==> config.mk <==
export PLATFORM = sky130hd
export DESIGN_NAME = tedc_ctrl
export DESIGN_NICKNAME = d
export VERILOG_FILES = /design/src/rtl/core/tedc_pkg.sv /design/src/rtl/core/tedc_ctrl.sv
export SDC_FILE = /design/constraint.sdc
export NUM_CORES = 1
export LEC_CHECK = 0
export ABC_CLOCK_PERIOD_IN_PS = 1510
export BUFFER_PORTS_ARGS = -buffer_cell sky130_fd_sc_hd__buf_2
export CORE_AREA = 2 2 39 41
export DETAILED_ROUTE_END_ITERATION = 7
export DIE_AREA = 0 0 41 43
export PLACE_DENSITY = 0.35
export SETUP_SLACK_MARGIN = 0.4
export SLEW_MARGIN = 5
export SYNTH_ARGS = -nofsm -noshare
export SYNTH_HDL_FRONTEND = slang
export SYNTH_SLANG_ARGS = --single-unit
export TNS_END_PERCENT = 5
==> constraint.sdc <==
create_clock -name clk -period 1.51 [get_ports clk]
set_clock_uncertainty 0.2 [all_clocks]
set_input_delay 0.302 -clock clk [delete_from_list [all_inputs] [get_ports clk]]
set_output_delay 0.302 -clock clk [all_outputs]
set_load 0.01 [all_outputs]
==> src/rtl/core/tedc_pkg.sv <==
// Types and constants shared by the degree counter modules.
`timescale 1ns / 1ps
package tedc_pkg;

  localparam int KIND_W     = 2;
  localparam int NODE_W     = 16;
  localparam int WEIGHT_W   = 32;
  localparam int TOTAL_W    = 32;
  localparam int CFG_ADDR_W = 4;
  localparam int CFG_DATA_W = 32;

  localparam logic [KIND_W-1:0] KIND_EDGE = 2'd0;
  localparam logic [KIND_W-1:0] KIND_MASK = 2'd1;
  localparam logic [KIND_W-1:0] KIND_READ = 2'd2;

  localparam logic [1:0] REG_WEIGHT_MIN  = 2'd0;
  localparam logic [1:0] REG_WEIGHT_MAX  = 2'd1;
  localparam logic [1:0] REG_MASK_ENABLE = 2'd2;

  localparam logic signed [WEIGHT_W-1:0] WEIGHT_MIN_RST = 32'sh8000_0000;
  localparam logic signed [WEIGHT_W-1:0] WEIGHT_MAX_RST = 32'sh7FFF_FFFF;

  typedef enum logic [2:0] {
    ST_CLEAR,
    ST_IDLE,
    ST_RD_A,
    ST_RD_B,
    ST_EVAL,
    ST_WR_A,
    ST_FIN
  } state_t;

  typedef struct packed {
    logic signed [WEIGHT_W-1:0] weight_min;
    logic signed [WEIGHT_W-1:0] weight_max;
    logic                       mask_enable;
  } cfg_t;

  typedef struct packed {
    logic ready;
    logic clr;
    logic rsel_b;
    logic cap_a;
    logic cap_b;
    logic wr_a;
    logic fin;
  } cmd_t;

  typedef struct packed {
    logic in_fire;
    logic clear_last;
    logic out_busy;
  } stat_t;

endpackage

==> src/rtl/core/tedc_ctrl.sv <==
// Sequencing state machine of the degree counter.
`timescale 1ns / 1ps
module tedc_ctrl import tedc_pkg::*; (
  input  logic  clk,
  input  logic  rst,
  input  stat_t stat,
  output cmd_t  cmd
);

  state_t state;
  state_t state_next;

  always_ff @(posedge clk) begin
    if (rst) begin
      state <= ST_CLEAR;
    end else begin
      state <= state_next;
    end
  end

  always_comb begin
    state_next = state;
    cmd        = '0;
    case (state)
      ST_CLEAR: begin
        cmd.clr = 1'b1;
        if (stat.clear_last) begin
          state_next = ST_IDLE;
        end
      end
      ST_IDLE: begin
        cmd.ready = 1'b1;
        if (stat.in_fire) begin
          state_next = ST_RD_A;
        end
      end
      ST_RD_A: begin
        state_next = ST_RD_B;
      end
      ST_RD_B: begin
        cmd.cap_a  = 1'b1;
        cmd.rsel_b = 1'b1;
        state_next = ST_EVAL;
      end
      ST_EVAL: begin
        cmd.cap_b  = 1'b1;
        state_next = ST_WR_A;
      end
      ST_WR_A: begin
        cmd.wr_a   = 1'b1;
        state_next = ST_FIN;
      end
      ST_FIN: begin
        if (!stat.out_busy) begin
          cmd.fin    = 1'b1;
          state_next = ST_IDLE;
        end
      end
      default: begin
        state_next = ST_CLEAR;
      end
    endcase
  end

endmodule

; After elaboration in Yosys (flattened, before gate mapping)
; Index checks and enable logic that the tools add are counted.
[classes]
n_eq_ne = 9
reduce_logical = 2
muxes = 11
[op_table]
columns = operator, count
row1 = $pmux W3 S7, 1
row2 = $eq A3 B3 Y1 const B, 3
row3 = $mux W3, 3
row4 = $eq A3 B2 Y1 const B, 2
row5 = $mux W1, 6
row6 = $ne A2 B2 Y1 const B, 3
row7 = $eq A3 B1 Y1 const B, 1
row8 = $logic_not A3 Y1, 1
row9 = $reduce_and A3 Y1, 1
row10 = $mux W2, 1
[totals]
regBits = 3
wordCells = 23

; Longest topological paths before layout
[logic_depth]
ltp_word = 3
mapped_depth = 4

; Worst setup path before layout
; No wires, ideal clock.
[synth_path]
path_type = register to output
startpoint = reg state[2]
endpoint = out cmd[0] (netlist name)
arrival_ps = 871
path_stages_with_launch = 4
slack_ps = 137
t_required_ps = 1008
path_cell_list = dfxtp_1 > buf_6 > nor2b_4 > nor3b_1
[synth_lines]
columns = item, line
row1 = from (decl), tedc_ctrl.sv:10  ; state_t state;
row2 = from (signal assigned), tedc_ctrl.sv:17  ; state <= state_next;
row3 = to (decl), tedc_ctrl.sv:7  ; output cmd_t cmd

==> flow_summary.ini <==
[yosys]
ys_dominant_reg_cell = dfxtp_1
postSynthNetCount = 30
ys_async_sr_fraction_pct = 0
ys_ff_latch = 3
yosysWarningCount = 0
synth_area_per_cell_sq_um = 8.51
share_of_synthesized_area_occupied_by_flip_flops_and_latches_pct = 28.2
netlist.top_cell.by_area = dfxtp_1
synthesis.area_sq_um = 213
netlist_top_cells_area = dfxtp_1, nor3b_1, a21oi_1
synth_edf_count = 0
yosysUniqueCellTypes = 17
count_of_mapped_cells_out_of_synthesis = 25
post_synth_most_frequent_cells = a21oi_1, dfxtp_1, nor3b_1
yosysTopAreaCellShare_pct = 28.2

[worst_setup_path]
critical_path.cell_chain = nor2b_4, nor3b_2, buf_2
start_kind = register
worst_setup_path_start = state[2]
r2r.worst_path.cells = 5
crit_arrival_ns = 1.01
setup.worst_path.end_class = output port
worst_path_required_ns = 1.01
r2r-end = state[1]
r2r_slack_ns = 0.16
path_class = reg -> out
slowest_delay_ns = 0.36
timing.critical_path.fanout_max = 6
setup.worst_path.end = cmd[0]
slowest_stage = dfxtp_4
timing.rr.start = state[2]

[power_and_ir_drop]
power_report.internal_total_mw = 0.233
total_leakage_power_nw = 0.166
totalPowerFinal_mw = 0.331
power.share.clock_pct = 43.1
power.net_switching_mw = 0.0979
power.share.sequential_pct = 31.1
power.density_mw_per_mm2 = 882
irDropWorstVdd_mv = 0.428
power_frac_comb_pct = 25.8
p_sw_share_pct = 29.6

[global_route]
via_count_of_the_first_global_routing_pass = 215
groute.usage.overall_pct = 7.22
grt_pass1_wl_microns = 834
maximum_number_of_pins_on_one_net_before_global_route_repair = 9
number_of_antenna_violations_at_the_first_check_in_global_routing = 0
grt_overflow = 0

[placed_design]
gpl.final_weighted_congestion = 0.744
dpl.hpwl_microns = 385
io_buffer_count = 11

[clock_tree]
tritoncts = built
clk-insertion-delay-late_ns = 0.23
cts_hold_buffers = 0
clock-root-buffer = clkbuf_4
cts_inserted_buffers = 3
h-tree-depth = 1
cts_sinks = 3
cts_max_path_buffers = 2
cts.reportedPaths.clkPinSlew_ns = 0.04

[layout]
net_count_of_the_finished_layout = 47
max_flop_register = state
drive_gt1_share_pct = 73.2
registers_with_the_most_flip_flops = state (3)
flip_flop_count_of_the_largest_register_after_layout = 3
post-route-util_pct = 27.1
area_growth_pct = 76.5
antenna_cells_inserted = 0

[die]
fp.dieArea_sq_mm = 0.00176
pin_count = 12
die_width_microns = 41
placementRows = 14
initial_utilization_pct = 15.4
chipHeight_microns = 43
core_area_sq_mm = 0.00138

[timing]
fin_crit_sh_pct = 99.8
hold_violations = 0
slew_viol_final = 0
fmax_ghz = 0.664
grt_setup_unrepaired = true
timing.slew.headroom_pct = 85.4
finalWorstPathRequiredPeriod_ns = 1.51
tightestPinTransition_ns = 0.218
finalSetupViolations = 0

[route]
detailedRoute.firstIterationViolations = 0
first_pass_iters = 1
detailroute.via_count = 230
post_drt_wl_per_cell_microns = 9.09
antenna_violating_nets_post_route = 0
detail_route.vias_per_cell = 4.04
remaining_drc_errors = 0
final_routed_wirelength_across_all_metal_layers_microns = 518

[worst_hold_path]
worstHoldPathType = in -> reg

[run]
timing.max_cap.violations = 0

[status]
outcome = finished clean
-- placed cells by master, fill, tap and decap left out --
| cell type | count |
|---|---|
| nor3_1 | 1 |
| nor2b_1 | 1 |
| dfxtp_4 | 3 |
| clkbuf_4 | 3 |
| o21ai_0 | 1 |
| o21a_1 | 1 |
| nor2b_4 | 1 |
| buf_2 | 9 |
| nor3b_2 | 3 |
| and3_1 | 1 |
| inv_2 | 2 |
| o21ai_4 | 1 |
| a21oi_1 | 3 |
| a211oi_2 | 1 |
| clkbuf_1 | 1 |
| buf_6 | 3 |
| buf_4 | 3 |
| nor4_1 | 1 |
| nor3_2 | 1 |
| nand3b_1 | 1 |
-- critical path, delay by kind of cell (launching register included) --
| kind | cells | cell delay [ns] |
|---|---|---|
| AND/OR/NAND/NOR | 2 | 0.27 |
| flip-flops | 1 | 0.36 |
| buffers and inverters | 1 | 0.14 |
-- cell families (layout without fill, tap and decap cells) --
| kind of cell | count (synthesis) | count (layout) | share of synthesized area, % |
|---|---|---|---|
| and+or+nand+nor | 10 | 10 | 34.1 |
| DFF | 3 | 3 | 28.2 |
| AOI/OAI and AO/OA | 7 | 7 | 22.9 |
| buffers and inverters | 5 | 21 | 14.7 |
-- stage by stage --
stage                     hold WS, ns  instance area, sq um  worst slack [ns]  TNS, ns  std cells
after floorplan                 0.167                   229             0.226        0         25
final                          0.0566                   375           0.00284        0         57
after CTS                      0.0535                   363           -0.0141  -0.0141         56
after global routing           0.0646                   375           -0.0749   -0.130         57
after global placement          0.309                   289            0.0777        0         51
after detailed placement        0.308                   289             0.106        0         51
-- layout make-up --
class / instances / area, sq um
fillers: 159 / 1010
multi-input cells: 17 / 149
repair buffers: 15 / 101
flip-flops and latches: 3 / 71.3
clock buffers: 4 / 26.3
well taps: 16 / 20.0
inverters: 2 / 7.51
-- how the worst min path moves through the flow --
stage               endpoint  cells past startpoint  start
floorplan           state[1]                      1    rst
global placement    state[1]                      2    rst
detailed placement  state[1]                      2    rst
CTS                 state[2]                      2    rst
global route        state[1]                      2    rst
finish              state[2]                      2    rst
-- power groups by stage --
stage | clock (mW) | sequential [mW] | combinational, mW
after floorplan | 0 | 0.0939 | 0.0569
after global placement | 0 | 0.102 | 0.0719
after detailed placement | 0 | 0.101 | 0.0727
after CTS | 0.150 | 0.102 | 0.0851
after global routing | 0.155 | 0.105 | 0.0929
final | 0.143 | 0.103 | 0.0855
-- repair_timing --
action                                  4_1_cts  5_1_grt
endpoints found under the setup margin       10       10
setup buffers                                 1        1
resized for setup                            12        1
pin swaps                                     4        3
hold endpoints to repair                      0        0
-- layer usage --
metal / GRT usage [%] / vias to the layer above / part of all wire (%)
li1: - / 119 / -
met3: 4.71 / 0 / 11
met5: 0 / - / 0
met1: 8.01 / 102 / 40
met4: 4.00 / 0 / 0
met2: 10.0 / 9 / 49
Note: power is estimated with default switching activity, not from simulation.
