`src/rtl/core/tedc_pkg.sv`:
```
// Types and constants shared by the degree counter modules.
`timescale 1ns / 1ps
package tedc_pkg;

  localparam int KIND_W     = 2;
  localparam int NODE_W     = 16;
  localparam int WEIGHT_W   = 32;
  localparam int TOTAL_W    = 32;
  localparam int CFG_ADDR_W = 4;
  localparam int CFG_DATA_W = 32;

  localparam logic [KIND_W-1:0] KIND_EDGE = 2'd0;
  localparam logic [KIND_W-1:0] KIND_MASK = 2'd1;
  localparam logic [KIND_W-1:0] KIND_READ = 2'd2;

  localparam logic [1:0] REG_WEIGHT_MIN  = 2'd0;
  localparam logic [1:0] REG_WEIGHT_MAX  = 2'd1;
  localparam logic [1:0] REG_MASK_ENABLE = 2'd2;

  localparam logic signed [WEIGHT_W-1:0] WEIGHT_MIN_RST = 32'sh8000_0000;
  localparam logic signed [WEIGHT_W-1:0] WEIGHT_MAX_RST = 32'sh7FFF_FFFF;

  typedef enum logic [2:0] {
    ST_CLEAR,
    ST_IDLE,
    ST_RD_A,
    ST_RD_B,
    ST_EVAL,
    ST_WR_A,
    ST_FIN
  } state_t;

  typedef struct packed {
    logic signed [WEIGHT_W-1:0] weight_min;
    logic signed [WEIGHT_W-1:0] weight_max;
    logic                       mask_enable;
  } cfg_t;

  typedef struct packed {
    logic ready;
    logic clr;
    logic rsel_b;
    logic cap_a;
    logic cap_b;
    logic wr_a;
    logic fin;
  } cmd_t;

  typedef struct packed {
    logic in_fire;
    logic clear_last;
    logic out_busy;
  } stat_t;

endpackage

```
`src/rtl/core/tedc_regs.sv`:
```
// APB configuration registers of the degree counter.
`timescale 1ns / 1ps
module tedc_regs import tedc_pkg::*; (
  input  logic                  clk,
  input  logic                  rst,
  input  logic                  psel,
  input  logic                  penable,
  input  logic                  pwrite,
  input  logic [CFG_ADDR_W-1:0] paddr,
  input  logic [CFG_DATA_W-1:0] pwdata,
  output logic [CFG_DATA_W-1:0] prdata,
  output logic                  pready,
  output cfg_t                  cfg
);

  logic [1:0] index;
  logic       wr_fire;

  assign index   = paddr[3:2];
  assign pready  = 1'b1;
  assign wr_fire = psel && penable && pwrite;

  always_ff @(posedge clk) begin
    if (rst) begin
      cfg.weight_min  <= WEIGHT_MIN_RST;
      cfg.weight_max  <= WEIGHT_MAX_RST;
      cfg.mask_enable <= 1'b0;
    end else if (wr_fire) begin
      case (index)
        REG_WEIGHT_MIN:  cfg.weight_min  <= pwdata;
        REG_WEIGHT_MAX:  cfg.weight_max  <= pwdata;
        REG_MASK_ENABLE: cfg.mask_enable <= pwdata[0];
        default: ;
      endcase
    end
  end

  always_comb begin
    case (index)
      REG_WEIGHT_MIN:  prdata = cfg.weight_min;
      REG_WEIGHT_MAX:  prdata = cfg.weight_max;
      REG_MASK_ENABLE: prdata = {{(CFG_DATA_W-1){1'b0}}, cfg.mask_enable};
      default:         prdata = '0;
    endcase
  end

endmodule

```
`config.mk`:
```
export PLATFORM = sky130hd
export DESIGN_NAME = tedc_regs
export DESIGN_NICKNAME = d
export VERILOG_FILES = /design/src/rtl/core/tedc_pkg.sv /design/src/rtl/core/tedc_regs.sv
export SDC_FILE = /design/constraint.sdc
export NUM_CORES = 1
export LEC_CHECK = 0
export ABC_AREA = 1
export BUFFER_PORTS_ARGS = -buffer_cell sky130_fd_sc_hd__clkbuf_2
export CAP_MARGIN = 30
export CORE_ASPECT_RATIO = 0.8
export CORE_UTILIZATION = 46
export DETAILED_ROUTE_END_ITERATION = 16
export GPL_TIMING_DRIVEN = 0
export MAX_ROUTING_LAYER = met4
export PLACE_DENSITY = 0.79
export SYNTH_ARGS = -nofsm -noshare
export SYNTH_HDL_FRONTEND = slang
export SYNTH_SLANG_ARGS = --single-unit
```
`constraint.sdc`:
```
create_clock -name clk -period 1.3 [get_ports clk]
set_input_delay 0.26 -clock clk [delete_from_list [all_inputs] [get_ports clk]]
set_output_delay 0.26 -clock clk [all_outputs]
set_load 0.02 [all_outputs]
```
# == Word level (Yosys, flattened, before mapping) ==
# Cells that the tools add are included.
# totals
inputBits,41
regBits,65
elab_cells,12
output_inout_bits,98
# classes
eq_ne,2
n_reduce_logical,6
mux,1
# ops
operator,count
one-hot mux 32 bit (3 select lines),1
AND reduction 2 bit,3
"== test 2 x 1 -> 1 bit, second input constant",1
"== test 2 bit, second input constant",1
logical AND 1 bit,2
zero test 2 bit,1

# == Logic depth before layout (Yosys ltp) ==
# depth
word_depth,3
mapped_depth,6
mapped_depth_nobuf,5

# == Worst setup path before layout ==
# No wires, ideal clock.
# synth_path
path_type,input port to output port
start,input paddr[3]
end,output prdata[29]
stages,3
arrival_ns,0.862
path_slack_ns,0.178
required_time_ns,1.040
path_cell_list,nor2_4 buf_2 a22o_1
# synth_between
elab_chain_cells,2
word_cells_on_any_way,4
# synth_rtl
element,line,text
start: declaration,tedc_regs.sv:9,"input logic [CFG_ADDR_W-1:0] paddr,"
"== test 2 bit, or another cell as far along",tedc_regs.sv:39,case (index)
one-hot mux 32 bit (3 select lines) (*),tedc_regs.sv:39,
end: declaration,tedc_regs.sv:11,"output logic [CFG_DATA_W-1:0] prdata,"
# Every way passes the cells marked *; elsewhere a longest branch is shown, timed or not.

# == Final worst setup path ==
# layout_path
start,input paddr[2]
end,output prdata[11]
# The elaborated chain is that of the path after synthesis.

==> impl_metrics.py <==
metrics = {
    "status": {
        "status": "finished with violations",
        "violations": "setup timing",
    },
    "timing": {
        "worst_slew_pin_slew_ns": 0.5509,
        "hold_viol_final": 0,
        "slew_violations": 0,
        "rsz0062_at_grt": "true",
        "min_period_ns": 1.461,
        "setup_violations": 32,
        "layout_setup_ws_ns": -0.1612,
        "finalCritPeriodShare_pct": 112.4,
        "maxSlewHeadroom_pct": 63.28,
        "fmax_ghz": 0.6844,
        "fin_skew_ns": 0,
    },
    "critical_path": {
        "critPathSlowestCell": "nor2_4",
        "reg2reg_setup_slack_ns": 0.66,
        "crit_family": "buffers and inverters",
        "worstPathRequired_ns": 1.04,
        "critPathKind": "in2out",
        "cp_cell_sequence": "clkbuf_16 -> nor2_4 -> buf_6 -> buf_8 -> a22o_1 -> clkbuf_8",
        "reg2reg_to": "cfg[44]",
        "cp-end-kind": "primary output",
        "crit_fanout": 5,
        "cp_num_buf_inv": 4,
        "reg2reg_depth": 2,
        "critPathLaunchType": "input port",
        "slowest_delay_ns": 0.20,
        "r2r_start": "cfg[44]",
        "arrival_ns": 1.20,
    },
    "logic_synthesis": {
        "synth_area_leaders": "dfxtp_1 44%, nand2_1 13%, nand3_1 11%",
        "synth_common_cells": "102 x nand2_1, 67 x nand3_1, 66 x nor2_1, 65 x dfxtp_1, 34 x inv_1",
        "syn_nets": 446,
        "synth.distinct_cells": 17,
        "synth_seq_cells": 65,
        "async_reset_ff_share_pct": 0,
        "avgSynthCellArea_um2": 7.248,
        "ys.flop_type": "dfxtp_1",
        "ys_warn_count": 0,
        "syn_area_um2": 2935,
        "synth_top_area_cell": "dfxtp_1",
        "syn_inst": 405,
        "yosys.area.top_type_share_pct": 44.33,
        "synth.most_common_cell": "nand2_1",
        "ys_seq_area_share_pct": 44.33,
        "synth_edf_count": 0,
    },
    "worst_hold_path": {
        "min_path_cells": 3,
        "min-delay-start": "pwdata[24]",
        "holdPathEnd": "cfg[25]",
        "hold_class": "in2reg",
    },
    "cts": {
        "path_clk_slew_ns": 0.07,
        "hold_buffers": 0,
        "h-tree-depth": 3,
        "cts_made_buffers": 9,
        "cts.sinks": 65,
        "cts_root_buffer": "clkbuf_8",
        "tritoncts": "built",
        "insertion_delay_ns": 0.33,
        "cts.path.max_buffers": 2,
    },
    "grt": {
        "grtUsageTotal_pct": 29.38,
        "grt_first_pass_wirelength_um": 14430,
        "grt_pass1_vias": 2850,
        "grt_antenna_before_repair": 0,
        "grt_max_degree": 11,
        "overflow": 0,
    },
    "route": {
        "vias": 3303,
        "final_antenna_net_count": 0,
        "drt_iter0_markers": 152,
        "finalWirelength_um": 9810,
        "routed_via_density": 5.058,
        "wire_per_inst_um": 15.02,
        "drtPass1Iterations": 5,
        "drc": 0,
    },
    "pwr": {
        "ir_worst_vdd_mv": 0.5508,
        "intPower_uw": 3346,
        "p_seq_share_pct": 45.1,
        "clockPowerShare_pct": 36.0,
        "p_leak_uw": 0.002375,
        "p_sw_share_pct": 27.12,
        "power.switching_uw": 1245,
        "power_density_nw_per_um2": 1036,
        "p_comb_share_pct": 18.9,
        "power_uw": 4591,
    },
    "final_layout": {
        "top_register": "cfg",
        "finalNonFillerCells": 653,
        "fin_nets": 610,
        "largest_reg_flops": 65,
        "top_regs": "cfg x65",
        "syn_to_final_growth_pct": 51.02,
        "layout-drive-gt1-share_pct": 35.14,
        "num_antenna_cells": 0,
    },
    "floorplan": {
        "core_area_um2": 6037,
        "rows": 25,
        "ios": 139,
        "die_w_um": 91.31,
        "die_area_um2": 6707,
        "initial_core_util_pct": 48.62,
        "die_height_um": 73.45,
    },
    "placed_design": {
        "post-place-ws_ns": -0.3191,
        "dp_hpwl_um": 6315,
        "port_buffers": 135,
        "dp_cells": 621,
        "gp_congestion": 0.7713,
    },
    "job": {
        "cap_violations": 0,
    },
}
==> power by group through the flow <==
stage / registers (uW) / logic, uW / clock network [uW]
after floorplan: 2160 / 353 / 0
after global placement: 2110 / 648 / 0
after detailed placement: 2120 / 657 / 0
after CTS: 2070 / 790 / 1670
after global routing: 2080 / 923 / 1760
final: 2070 / 867 / 1650
==> cells in the final DEF (no fill, tap or decap) <==
| cell | instances |
|---|---|
| clkbuf_4 | 5 |
| clkbuf_2 | 101 |
| buf_6 | 25 |
| inv_8 | 1 |
| nor2_1 | 66 |
| clkinv_2 | 1 |
| buf_12 | 1 |
| buf_2 | 7 |
| nor2_2 | 1 |
| buf_8 | 4 |
| nand3_1 | 66 |
| nand2_2 | 1 |
| a21oi_1 | 1 |
| bufbuf_16 | 1 |
| dfxtp_1 | 64 |
| inv_2 | 1 |
| buf_16 | 1 |
| nand2_1 | 101 |
| dfxtp_2 | 1 |
| buf_4 | 16 |
| clkinvlp_4 | 1 |
| nor2_4 | 4 |
| bufinv_16 | 1 |
| clkbuf_1 | 6 |
| clkbuf_8 | 24 |
| o21ai_0 | 1 |
| nand3_2 | 1 |
| clkbuf_16 | 2 |
| inv_1 | 34 |
| nand2_4 | 1 |
| conb_1 | 1 |
| a22o_1 | 31 |
==> timing repair <==
item	in CTS	in global routing
cloned	2	1
setup buffers	9	8
gates resized for setup	61	47
pin swaps	4	5
endpoints found under the setup margin	32	32
==> layer usage <==
layer	GRT usage [%]	up-vias	wire, um
met2	49.16	162	4719
met1	36.19	1502	4153
li1	-	1623	-
met3	6.418	16	819
met4	8.289	0	117
met5	-	-	0
==> worst max-delay path by stage <==
stage | from | to | cells after the start
after global routing | paddr[2] | prdata[1] | 6
after floorplan | paddr[3] | prdata[29] | 3
after global placement | paddr[3] | prdata[13] | 5
final | paddr[2] | prdata[11] | 6
after detailed placement | paddr[3] | prdata[13] | 5
after CTS | paddr[2] | prdata[1] | 7
==> stage by stage <==
step                setup TNS (ns)  hold WS [ns]  util [%]  instance area, um2
floorplan                        0        0.3861         -                2935
global placement            -7.852        0.4634     61.49                3712
detailed placement          -9.157        0.4647     61.49                3712
global route                -3.901        0.1504     73.43                4433
finish                      -3.205        0.1474     73.43                4433
CTS                         -2.781        0.1389     70.57                4260
==> cell type report <==
| class | count | area [um2] |
|---|---|---|
| inverter | 36 | 142.6 |
| multi-input combinational | 275 | 1321 |
| sequential | 65 | 1303 |
| fill | 478 | 1604 |
| timing repair buffer | 155 | 1166 |
| clock buffer | 11 | 141.4 |
| buffer | 27 | 215.2 |
| clock inverter | 3 | 42.54 |
| tap | 81 | 101.3 |
==> cell families (layout without fill, tap and decap cells) <==
family,after synthesis,count (layout),share of synthesized area [%]
other,1,1,0.1278
AND/OR/NAND/NOR,241,241,34.87
buffers and inverters,65,232,11.08
flip-flops,65,65,44.33
AO/OA/AOI/OAI,33,33,9.590
==> worst register-to-register path, stage by stage, from the launching register on <==
cell	delay [ns]
dfxtp_1	0.34
nor2_1	0.14
nor2_1	0.06
(Power assumes the default switching activity.)
